[src/design/wsts_pkg.sv]
// Package: shared constants, status codes and control structs of the scheduler.
package wsts_pkg;

    localparam int WORKERS_DEF   = 16;
    localparam int DEPTH_DEF     = 256;
    localparam int TASK_BITS_DEF = 16;

    localparam logic [2:0] ST_PUSHED = 3'd0;
    localparam logic [2:0] ST_FULL   = 3'd1;
    localparam logic [2:0] ST_OWN    = 3'd2;
    localparam logic [2:0] ST_SAME   = 3'd3;
    localparam logic [2:0] ST_OTHER  = 3'd4;
    localparam logic [2:0] ST_NONE   = 3'd5;

    localparam logic [1:0] REG_WORKERS = 2'd0;
    localparam logic [1:0] REG_DOMAINS = 2'd1;
    localparam logic [1:0] REG_LIMIT   = 2'd2;

    // Commands from the controller to the datapath.
    typedef struct packed {
        logic load;       // capture the input transaction
        logic eval;       // evaluate push or own pop
        logic norm;       // reduce own worker and victim pointer by subtraction
        logic scan_start; // take a start value from the victim pointer
        logic align;      // reduce the start candidate modulo domains
        logic scan_step;  // examine one candidate
        logic same_only;  // restrict the scan to the own domain
        logic rd_wait;    // memory read data available
        logic finish;     // latch the result
    } wsts_cmd_t;

    // Status from the datapath to the controller.
    typedef struct packed {
        logic done_now;   // push or get from an invalid worker settled at eval
        logic own_read;   // own pop issued a memory read
        logic norm_done;  // own domain and victim pointer reduced
        logic align_done; // start candidate domain reduced
        logic hit;        // scan found a victim (read issued)
        logic scan_last;  // scan examined the last candidate
    } wsts_sts_t;

endpackage

[src/design/wsts_ctrl.sv]
// Controller state machine of the scheduler.
module wsts_ctrl (
    input  logic              clk,
    input  logic              rst_n,
    input  logic              in_fire,
    input  logic              out_busy,
    input  wsts_pkg::wsts_sts_t sts,
    output wsts_pkg::wsts_cmd_t cmd,
    output logic              busy
);
    typedef enum logic [8:0] {
        S_IDLE  = 9'b000000001,
        S_EVAL  = 9'b000000010,
        S_NORM  = 9'b000000100,
        S_START = 9'b000001000,
        S_ALIGN = 9'b000010000,
        S_SCAN  = 9'b000100000,
        S_READ  = 9'b001000000,
        S_DONE  = 9'b010000000,
        S_HOLD  = 9'b100000000
    } state_t;

    state_t state_reg, state_next;
    logic   same_reg, same_next;

    always_ff @(posedge clk or negedge rst_n)
    begin
        if (!rst_n)
        begin
            state_reg <= S_IDLE;
            same_reg  <= 1'b1;
        end
        else
        begin
            state_reg <= state_next;
            same_reg  <= same_next;
        end
    end

    always_comb
    begin
        state_next = state_reg;
        same_next  = same_reg;
        cmd        = '0;
        cmd.same_only = same_reg;
        case (state_reg)
            S_IDLE:
            begin
                if (in_fire)
                begin
                    cmd.load   = 1'b1;
                    state_next = S_EVAL;
                end
            end
            S_EVAL:
            begin
                cmd.eval = 1'b1;
                if (sts.own_read)
                begin
                    state_next = S_READ;
                end
                else if (sts.done_now)
                begin
                    state_next = S_DONE;
                end
                else
                begin
                    same_next  = 1'b1;
                    state_next = S_NORM;
                end
            end
            S_NORM:
            begin
                cmd.norm = 1'b1;
                if (sts.norm_done)
                begin
                    state_next = S_START;
                end
            end
            S_START:
            begin
                cmd.scan_start = 1'b1;
                state_next     = S_ALIGN;
            end
            S_ALIGN:
            begin
                cmd.align = 1'b1;
                if (sts.align_done)
                begin
                    state_next = S_SCAN;
                end
            end
            S_SCAN:
            begin
                cmd.scan_step = 1'b1;
                if (sts.hit)
                begin
                    state_next = S_READ;
                end
                else if (sts.scan_last)
                begin
                    if (same_reg)
                    begin
                        same_next  = 1'b0;
                        state_next = S_START;
                    end
                    else
                    begin
                        state_next = S_DONE;
                    end
                end
            end
            S_READ:
            begin
                cmd.rd_wait = 1'b1;
                state_next  = S_DONE;
            end
            S_DONE:
            begin
                if (!out_busy)
                begin
                    cmd.finish = 1'b1;
                    state_next = S_IDLE;
                end
                else
                begin
                    state_next = S_HOLD;
                end
            end
            S_HOLD:
            begin
                if (!out_busy)
                begin
                    cmd.finish = 1'b1;
                    state_next = S_IDLE;
                end
            end
            default:
            begin
                state_next = S_IDLE;
            end
        endcase
    end

    assign busy = (state_reg != S_IDLE);
endmodule

[config.mk]
export PLATFORM = sky130hd
export DESIGN_NAME = wsts_ctrl
export DESIGN_NICKNAME = d
export VERILOG_FILES = /design/src/design/wsts_pkg.sv /design/src/design/wsts_ctrl.sv
export SDC_FILE = /design/constraint.sdc
export NUM_CORES = 1
export LEC_CHECK = 0
export BUFFER_PORTS_ARGS = -buffer_cell sky130_fd_sc_hd__buf_4
export CORE_MARGIN = 3
export CORE_UTILIZATION = 45
export DETAILED_ROUTE_END_ITERATION = 10
export HOLD_SLACK_MARGIN = 0.1
export PLACE_DENSITY = 0.77
export SYNTH_ARGS = -nofsm -noshare
export SYNTH_HDL_FRONTEND = slang
export SYNTH_SLANG_ARGS = --single-unit
[constraint.sdc]
create_clock -name clk -period 3.3 [get_ports clk]
set_input_delay 0.495 -clock clk [delete_from_list [all_inputs] [get_ports clk]]
set_output_delay 0.495 -clock clk [all_outputs]
set_load 0.03 [all_outputs]
## Word level (Yosys, flattened, before mapping)

Index checks and enable logic that the tools add are counted.

- Register bits: 10
- Input port bits: 10
- Output and inout bits: 10

- Equal/unequal tests: 19
- Multiplexer cells: 26
- Reductions and logical operators: 4

Operators with widths:

| kind | count |
|---|---|
| one-hot mux 9 bit (9 select lines) | 1 |
| 2-to-1 mux 9 bit | 8 |
| 2-to-1 mux 8 bit | 2 |
| inequality test 2 bit (second input constant) | 8 |
| 2-to-1 mux 1 bit | 14 |
| AND reduction 5 bit | 2 |
| equality test 9 x 1 -> 1 bit (second input constant) | 1 |
| equality test 9 x 2 -> 1 bit (second input constant) | 1 |
| equality test 9 x 3 -> 1 bit (second input constant) | 1 |
| equality test 9 x 4 -> 1 bit (second input constant) | 1 |
| equality test 9 x 5 -> 1 bit (second input constant) | 1 |
| equality test 9 x 6 -> 1 bit (second input constant) | 1 |
| equality test 9 x 7 -> 1 bit (second input constant) | 1 |
| equality test 9 x 8 -> 1 bit (second input constant) | 1 |
| equality test 9 bit (second input constant) | 1 |
| inequality test 9 x 1 -> 1 bit (second input constant) | 1 |
| inequality test 3 bit (second input constant) | 1 |
| one-hot mux 1 bit (2 select lines) | 1 |
| nonzero test 2 bit | 1 |
| OR reduction 2 bit | 1 |

## Longest topological paths before layout

Gate-level depths: netlist of run 1.

- Depth after elaboration: 4
- Gate-level depth with buffers: 6

## Worst setup path before layout of run 1

OpenSTA, ideal clock, no wires.

- Path type: register -> output
- Start: register state_reg[7]
- End: output cmd[6] (netlist name)
- Arrival: 2.059 ns
- Setup slack: 0.746 ns
- Stages on the path, launching flop included: 5
- Buffers on the path: 0
- Path through: dfrtp_1 -> or2_4 -> nor3_4 -> nand2b_2 -> nor4b_1

RTL lines:

| what | RTL line | RTL |
|---|---|---|
| start, declared | wsts_ctrl.sv:23 | `state_t state_reg, state_next;` |
| start signal, assigned | wsts_ctrl.sv:35 | `state_reg <= state_next;` |
| end, declared | wsts_ctrl.sv:8 | `output wsts_pkg::wsts_cmd_t cmd,` |

==> results of run 1 <==
## critical path: stages, from the launching register on
cell,delay [ns]
dfrtp_1,0.45
or2_4,0.31
nor3_4,0.16
nand2b_2,0.11
or4b_4,0.55
nor2_1,0.11
buf_4,0.17
## logic make-up after synthesis
logic type	Yosys count	share of synthesized area
DFF	10	0.348
xor gates and xnor gates	3	0.0362
buffers and inverters	11	0.0621
AOI/OAI and AO/OA	16	0.178
and+or+nand+nor	41	0.376
## per-stage QoR
step / cells / setup WS (ns)
2_1_floorplan: 81 / 0.746
3_3_place_gp: 110 / 1.02
3_5_place_dp: 110 / 0.973
4_1_cts: 115 / 0.680
5_1_grt: 115 / 0.593
6_report: 115 / 0.689
## layout by cell type (no fill, tap or decap), types with 2 or more instances in the layout
master / instances
inv_1: 6
nor2_1: 11
o21ai_0: 2
nand2b_1: 3
a22o_1: 2
and2_1: 2
dfrtp_1: 8
o31ai_1: 2
nand2_1: 2
a21oi_1: 3
dfstp_2: 2
xnor2_1: 2
clkbuf_4: 3
buf_4: 19
or2_4: 2
nor3_1: 3
nor4b_1: 4
## report_power, final
group / switching (mW) / internal, mW / total [mW]
sequential: 0.0460 / 0.153 / 0.199
combinational: 0.170 / 0.142 / 0.312
clock: 0.0431 / 0.0669 / 0.110
total: 0.259 / 0.362 / 0.621
## path summary, 6_finish.rpt
check                                    end  cells after the start  slack, ns         start
worst max-delay path                  cmd[8]                      6       0.69  state_reg[7]
worst min-delay path            state_reg[0]                      2       0.40       in_fire
worst max register to register  state_reg[3]                      5       1.45  state_reg[2]
worst min register to register      same_reg                      1       0.56      same_reg
max in group asynchronous           same_reg                      2       2.47         rst_n
min in group asynchronous       state_reg[1]                      2       0.59         rst_n
## area by class of cell
cell class	count	share of cell area
clock buffer	4	0.0398
inverter	6	0.0247
tap	15	0.0206
sequential	10	0.277
multi-input combinational	60	0.470
timing repair buffer	20	0.168
## metal layers
metal	vias up	wire length, µm	GRT usage
li1	327	-	-
met1	306	753	0.242
met2	16	797	0.288
met3	2	64	0.0352
met4	0	13	0.0682
met5	-	0	0
==> reports/metrics.csv, run 1 <==
stage,metric,value,unit
power_and_ir_drop,ir_drop,0.351,mV
clock_network,clk_pin_slew,0.07,ns
placement,place_congestion,0.826,
grt,grt_overflow_total,0,
yosys,synthTopCellsByCount,"nor2_1 (11), dfrtp_1 (8), inv_1 (6), clkbuf_1 (4), nor4b_1 (4)",
detailed_routing,ant_nets,0,
yosys,ys_types,39,
sta,worstMarginPinSlew,0.483,ns
detailed_routing,drt-pass1-iter-count,4,
placement,placed_area,865,µm²
yosys,yosysSeqAreaShare,0.348,
yosys,syn_area_per_cell,8.96,µm²
finish,layout.area.seq,253,µm²
sta,tns,0,ns
sta,max_freq,383,MHz
sta,rsz0062_at_grt,no,
clock_network,cts_max_level,1,
yosys,synthMostInstantiatedCell,nor2_1,
yosys,synth_ff_type,dfrtp_1,
floorplanning,die_w,46.2,µm
clock_network,ctsResizeCount,0,
power_and_ir_drop,power_density,682,nW/µm²
sta,post-route-period-util,0.791,
detailed_routing,dr.first_iter.drc_count,23,
yosys,synth_seq_cells,10,
finish,drive_gt1_frac,0.350,
finish,antenna_cells,0,
floorplanning,num_rows,13,
sta,slew_viol_final,0,
clock_network,clock_path_buffers,2,
finish,utilization,0.651,
setup_path,path_class,flop to output port,
clock_network,cts_tree,done,
setup_path,startpoint_type,flop,
detailed_routing,wl,1630,µm
placement,dp_hpwl,1330,µm
detailed_routing,routedWlPerCell,14.2,µm
yosys,synthesis.nets,91,
grt,first_global_vias,613,
sta,finalClockSkew,0.00981,ns
grt,grt_use_total,0.182,
finish,largest_reg_flops,9,
yosys,yosys.area.top_type,dfrtp_1,
sta,final_hold_viol_count,0,
finish,n_fill_cell,129,
grt,antenna_found_initial,0,
floorplanning,ios,20,
sta,setup-violations-final,0,
yosys,synth_area_leaders,"dfrtp_1 (28%), dfstp_2 (7.2%), nor2_1 (5.7%), nor4b_1 (4.8%), inv_1 (3.1%)",
detailed_routing,via_per_inst,5.66,
yosys,async_flop_share,1.00,
yosys,synthCells,81,
clock_network,root_buffer,clkbuf_4,
power_and_ir_drop,p_total,621,µW
setup_path,cp-end-kind,output port,
floorplanning,die_area,2130,µm²
sta,whs,0.400,ns
yosys,synth_edf_count,0,
power_and_ir_drop,power.leakage,0.438,nW
clock_network,postCtsSetupRepairBufs,0,
sta,max_slew_margin,0.675,
clock_network,cts_buffers,3,
yosys,synth_top_cell_area_share,0.276,
job,drv_cap,0,
detailed_routing,vias,651,
finish,fin_nets,111,
detailed_routing,drcViolationCount,0,
setup_path,worst_ep_required_time,2.80,ns
floorplanning,initial_utilization,0.519,
clock_network,clock_latency,0.27,ns
finish,multi_input_area,428,µm²
yosys,synth_area,726,µm²
floorplanning,fp.coreArea,1400,µm²
yosys,synth_warnings,0,
finish,area_growth,25.5,%
setup_path,crit_arrival,2.12,ns
grt,grt_max_degree,11,
clock_network,cts-hold-fix-buffers,1,
hold_path,hold_path_class,input port to flop,
floorplanning,die_h,46.2,µm
run_status,outcome,"complete, no violations",
setup_path,path_max_fanout,6,
grt,grt_pass1_wl,2730,µm
clock_network,cts_sinks,10,
finish,final_cell_area,911,µm²
sta,min_period,2.61,ns
placement,io_buffers,19,
Note: power is estimated with default switching activity, not from simulation.
==> inputs of run 2 (changes only) <==
--- a/config.mk
+++ b/config.mk
@@ -10,7 +10,7 @@
 export CORE_UTILIZATION = 45
 export DETAILED_ROUTE_END_ITERATION = 10
 export HOLD_SLACK_MARGIN = 0.1
-export PLACE_DENSITY = 0.77
+export PLACE_DENSITY = 0.8
 export SYNTH_ARGS = -nofsm -noshare
 export SYNTH_HDL_FRONTEND = slang
 export SYNTH_SLANG_ARGS = --single-unit
==> constraint.sdc (replaced) <==
create_clock -name clk -period 2.33 [get_ports clk]
set_input_delay 0.3495 -clock clk [delete_from_list [all_inputs] [get_ports clk]]
set_output_delay 0.3495 -clock clk [all_outputs]
set_load 0.03 [all_outputs]
==> run 2 against run 1 <==
- the run now ends with negative setup slack left
- routed wire length increased by 17%
- via count increased by 8.4%
- first-iteration DRC count down 35%
- core utilization increased by 6.1 points
- critical path depth did not move
- final cell count grew 6.1%
- setup slack worse by 0.72 ns
- flip-flop and latch count unchanged
- sequential power grew 41%
- hold slack worse by 0.14 ns
- largest power group unchanged
==> reports/metrics.csv, run 2 (same netlist as run 1, synthesis figures left out) <==
stage,metric,value,unit
run_status,outcome,"complete, but fails checks",
run_status,failed_checks,negative setup slack,
finish,antenna_cells,0,
setup_path,path_max_fanout,5,
setup_path,crit_arrival,2.01,ns
sta,max_slew_margin,0.690,
sta,setup-violations-final,1,
finish,fin_nets,118,
floorplanning,num_rows,13,
sta,max_freq,424,MHz
detailed_routing,drcViolationCount,0,
detailed_routing,wl,1910,µm
detailed_routing,vias,706,
floorplanning,fp.coreArea,1400,µm²
setup_path,reg2reg_depth,6,
power_and_ir_drop,power.leakage,0.479,nW
finish,area_growth,37.2,%
hold_path,hold_path_class,input port to flop,
finish,drive_gt1_frac,0.421,
setup_path,worst_ep_required_time,1.98,ns
sta,finalClockSkew,0.000611,ns
clock_network,clock_path_buffers,2,
detailed_routing,ant_nets,0,
grt,grt_pass1_wl,3020,µm
finish,final_cell_mix,"buf_4 (24), nor2_1 (10), dfrtp_1 (8)",
clock_network,cts_buffers,3,
power_and_ir_drop,power_density,1000,nW/µm²
power_and_ir_drop,p_total,1.00,mW
finish,final_common_cell,buf_4,
power_and_ir_drop,ir_drop,0.573,mV
detailed_routing,dr.first_iter.drc_count,15,
floorplanning,die_w,46.2,µm
placement,dp_hpwl,1400,µm
clock_network,clock_latency,0.27,ns
floorplanning,die_h,46.2,µm
sta,min_period,2.36,ns
sta,timing.final.ws_setup,-0.0277,ns
grt,grt_overflow_total,0,
grt,grt_use_total,0.204,
sta,worstMarginPinSlew,0.458,ns
grt,first_global_vias,667,
sta,post-route-period-util,1.01,
setup_path,path_class,flop to output port,
placement,place_ws,0.139,ns
floorplanning,ios,20,
sta,rsz0062_at_grt,yes,
sta,slew_viol_final,0,
detailed_routing,via_per_inst,5.79,
floorplanning,die_area,2130,µm²
sta,final_hold_viol_count,0,
placement,io_buffers,19,
clock_network,root_buffer,clkbuf_4,
floorplanning,initial_utilization,0.519,
grt,grt_max_degree,11,
finish,largest_reg_flops,9,
placement,place_congestion,0.852,
finish,n_fill_cell,109,
clock_network,cts_max_level,1,
job,drv_cap,0,
clock_network,clk_pin_slew,0.07,ns
hold_path,min_delay_path_depth,2,
clock_network,cts_sinks,10,
grt,antenna_found_initial,0,
clock_network,cts_tree,done,
detailed_routing,drt-pass1-iter-count,4,
setup_path,startpoint_type,flop,
setup_path,cp-end-kind,output port,
detailed_routing,routedWlPerCell,15.7,µm
## run 2: power by group
part | internal (mW) | switching [mW]
Clock | 0.0949 | 0.0639
Combinational | 0.272 | 0.290
Sequential | 0.217 | 0.0625
## run 2: worst max-delay path, cell delays in order, from the launching register on
cell and delay [ns]:
dfrtp_1 0.38, or2_4 0.28, nor3_4 0.22, nand2b_4 0.09
or4b_4 0.53, nor2_4 0.11, buf_6 0.13
## run 2: repair_timing
| action | CTS | global route |
|---|---|---|
| endpoints found under the hold margin | 8 | 0 |
| setup endpoints to repair | 2 | 2 |
| gates resized for setup | 2 | 2 |
| buffers inserted | 3 | 2 |
| hold buffers | 1 | 0 |
| pin swaps | 2 | 0 |
## run 2: final timing paths
kind / end / start / slack [ns]
worst max-delay path: cmd[8] / state_reg[7] / -0.03
max in group asynchronous: same_reg / rst_n / 1.66
min in group asynchronous: state_reg[6] / rst_n / 0.44
worst min-delay path: state_reg[0] / in_fire / 0.26
worst min register to register: same_reg / same_reg / 0.57
worst max register to register: state_reg[0] / state_reg[7] / 0.46
## run 2: final cells by class
type                            instances  area, µm²  share of cell area
Timing Repair Buffer                   27        213               0.214
Inverter                                6       22.5              0.0226
Tap cell                               15       18.8              0.0188
Sequential cell                        10        253               0.254
Clock buffer                            4       36.3              0.0364
Multi-Input combinational cell         60        453               0.455
## run 2: through the flow
stage	std cells	util	area, µm²	TNS (ns)	hold slack [ns]
floorplan	81	-	741	0	0.0539
global placement	112	0.640	895	0	0.186
detailed placement	112	0.640	895	0	0.188
CTS	120	0.695	972	-0.00991	0.250
global route	122	0.712	996	-0.109	0.247
finish	122	0.712	996	-0.0277	0.255
## run 2: metal layers
metal  share of wire  global-route usage  vias up
met4           0.039              0.0909        0
li1                -                   -      344
met1            0.43               0.245      330
met5               0                   0        -
met3           0.049              0.0391        8
met2            0.48               0.346       24
==> inputs of run 3 (changes only) <==
--- a/config.mk
+++ b/config.mk
@@ -10,7 +10,7 @@
 export CORE_UTILIZATION = 45
 export DETAILED_ROUTE_END_ITERATION = 10
 export HOLD_SLACK_MARGIN = 0.1
-export PLACE_DENSITY = 0.8
+export PLACE_DENSITY = 0.82
 export SYNTH_ARGS = -nofsm -noshare
 export SYNTH_HDL_FRONTEND = slang
 export SYNTH_SLANG_ARGS = --single-unit
==> run 3 against run 2 <==
- the flow still finishes with violations (negative setup slack)
- clock-buffer cell count down 1
- first-iteration DRC count up 27%
- sequential share of layout area down 0.59 points
- critical path type unchanged
- critical endpoint unchanged
==> reports/metrics.csv, run 3 (same netlist as run 1, synthesis figures left out) <==
stage,metric,value,unit
detailed_routing,vias,721,
hold_path,holdPathEnd,state_reg[0],
finish,antenna_cells,0,
clock_network,cts_buffers,3,
power_and_ir_drop,seqPwrFrac,0.286,
detailed_routing,routedWlPerCell,15.0,µm
setup_path,r2r_end,state_reg[3],
detailed_routing,wl,1900,µm
grt,grt_pass1_wl,3060,µm
floorplanning,num_rows,13,
setup_path,worst_ep_required_time,1.98,ns
job,drv_cap,0,
clock_network,root_buffer,clkbuf_4,
sta,finalClockSkew,0.00160,ns
finish,area_growth,40.5,%
finish,final_cell_mix,"buf_4 (29), nor2_1 (10), dfrtp_1 (8)",
setup_path,path_max_fanout,4,
setup_path,cp-end-kind,output port,
detailed_routing,dr.first_iter.drc_count,19,
run_status,outcome,"complete, but fails checks",
hold_path,min_delay_path_depth,2,
sta,timing.final.ws_setup,-0.00939,ns
placement,io_buffers,19,
detailed_routing,via_per_inst,5.72,
setup_path,reg2reg_depth,6,
grt,grt_use_total,0.201,
finish,fin_nets,123,
run_status,failed_checks,negative setup slack,
finish,n_fill_cell,106,
power_and_ir_drop,share_comb_of_total_power,0.599,
setup_path,r2r-start,state_reg[2],
clock_network,clk_pin_slew,0.06,ns
setup_path,path_class,flop to output port,
placement,place_congestion,0.820,
finish,layout.area.seq,253,µm²
sta,setup-violations-final,1,
power_and_ir_drop,p_total,978,µW
floorplanning,ios,20,
finish,drive_gt1_frac,0.441,
finish,largest_reg_flops,9,
floorplanning,die_w,46.2,µm
sta,worstMarginPinSlew,0.445,ns
grt,first_global_vias,674,
sta,rsz0062_at_grt,yes,
power_and_ir_drop,power.leakage,0.498,nW
sta,post-route-period-util,1.00,
setup_path,crit_arrival,1.99,ns
sta,whs,0.274,ns
floorplanning,die_h,46.2,µm
finish,final_common_cell,buf_4,
sta,tns,-0.00939,ns
hold_path,min_from,in_fire,
clock_network,clock_path_buffers,2,
clock_network,cts_sinks,10,
power_and_ir_drop,ir_drop,0.572,mV
sta,final_hold_viol_count,0,
power_and_ir_drop,p_int,566,µW
grt,antenna_found_initial,0,
power_and_ir_drop,switching_power,412,µW
sta,max_freq,427,MHz
floorplanning,fp.coreArea,1400,µm²
clock_network,clock_latency,0.25,ns
clock_network,cts_max_level,1,
hold_path,hold_path_class,input port to flop,
setup_path,startpoint_type,flop,
grt,grt_overflow_total,0,
sta,slew_viol_final,0,
finish,multi_input_area,453,µm²
placement,dp_hpwl,1280,µm
power_and_ir_drop,sw_frac_of_total,0.421,
power_and_ir_drop,power_density,959,nW/µm²
power_and_ir_drop,power_frac_clock,0.114,
detailed_routing,drcViolationCount,0,
setup_path,r2r_slack,0.43,ns
sta,min_period,2.34,ns
sta,max_slew_margin,0.703,
placement,place_ws,0.141,ns
clock_network,cts_tree,done,
floorplanning,die_area,2130,µm²
detailed_routing,ant_nets,0,
detailed_routing,drt-pass1-iter-count,4,
grt,grt_max_degree,11,
floorplanning,initial_utilization,0.519,
-- run 3: changes by cell type in the layout (fill, tap and decap cells not counted), sizes merged --
cell	previous run	this run
buf	26	31
clkbuf	4	3
-- run 3: power by group through the flow --
stage | Sequential [mW] | Combinational [mW] | Clock, mW
final | 0.280 | 0.586 | 0.112
after global routing | 0.288 | 0.625 | 0.124
after CTS | 0.276 | 0.544 | 0.117
after detailed placement | 0.282 | 0.476 | 0
after global placement | 0.280 | 0.465 | 0
after floorplan | 0.236 | 0.388 | 0
-- run 3: worst max path at each step --
stage / from / end / slack [ns] / depth (start not counted)
after CTS: state_reg[5] / cmd[8] / 0.003 / 6
after detailed placement: state_reg[4] / cmd[8] / 0.14 / 6
final: state_reg[6] / cmd[8] / -0.009 / 6
after global placement: state_reg[5] / cmd[8] / 0.20 / 6
after floorplan: state_reg[7] / cmd[8] / 0.1 / 5
after global routing: state_reg[6] / cmd[8] / -0.06 / 6
-- run 3: timing repair --
item,in CTS,in global routing
resized for setup,3,1
gates cloned,0,0
setup buffers,4,6
hold buffers,1,0
hold endpoints to repair,8,0
setup endpoints to repair,2,2
pin swaps,3,1
-- run 3: worst max-delay path, cell delays in order (launching register included) --
cell and delay [ns]:
dfrtp_1 0.40, or2_4 0.25, nor3_4 0.24, nand2b_4 0.08
or4b_4 0.53, nor2_4 0.11, buf_6 0.13
-- run 3: metrics by stage --
step / cells / instance area, µm² / util
2_1_floorplan: 81 / 741 / -
3_3_place_gp: 112 / 895 / 0.640
3_5_place_dp: 112 / 895 / 0.640
4_1_cts: 120 / 971 / 0.694
5_1_grt: 126 / 1020 / 0.729
6_report: 126 / 1020 / 0.729
-- run 3: layer usage --
metal | part of all wire | track usage | up-vias | routed length [µm]
met5 | 0 | 0 | - | 0
met4 | 0.018 | 0.0852 | 0 | 34
met3 | 0.043 | 0.0234 | 6 | 82
met2 | 0.48 | 0.313 | 21 | 911
met1 | 0.46 | 0.277 | 346 | 866
li1 | - | - | 348 | -
-- run 3: area by class of cell --
type                       count  area share
sequential                    10       0.248
multi-input combinational     60       0.444
inverter                       6      0.0221
timing repair buffer          32       0.245
clock buffer                   3      0.0221
tap                           15      0.0184
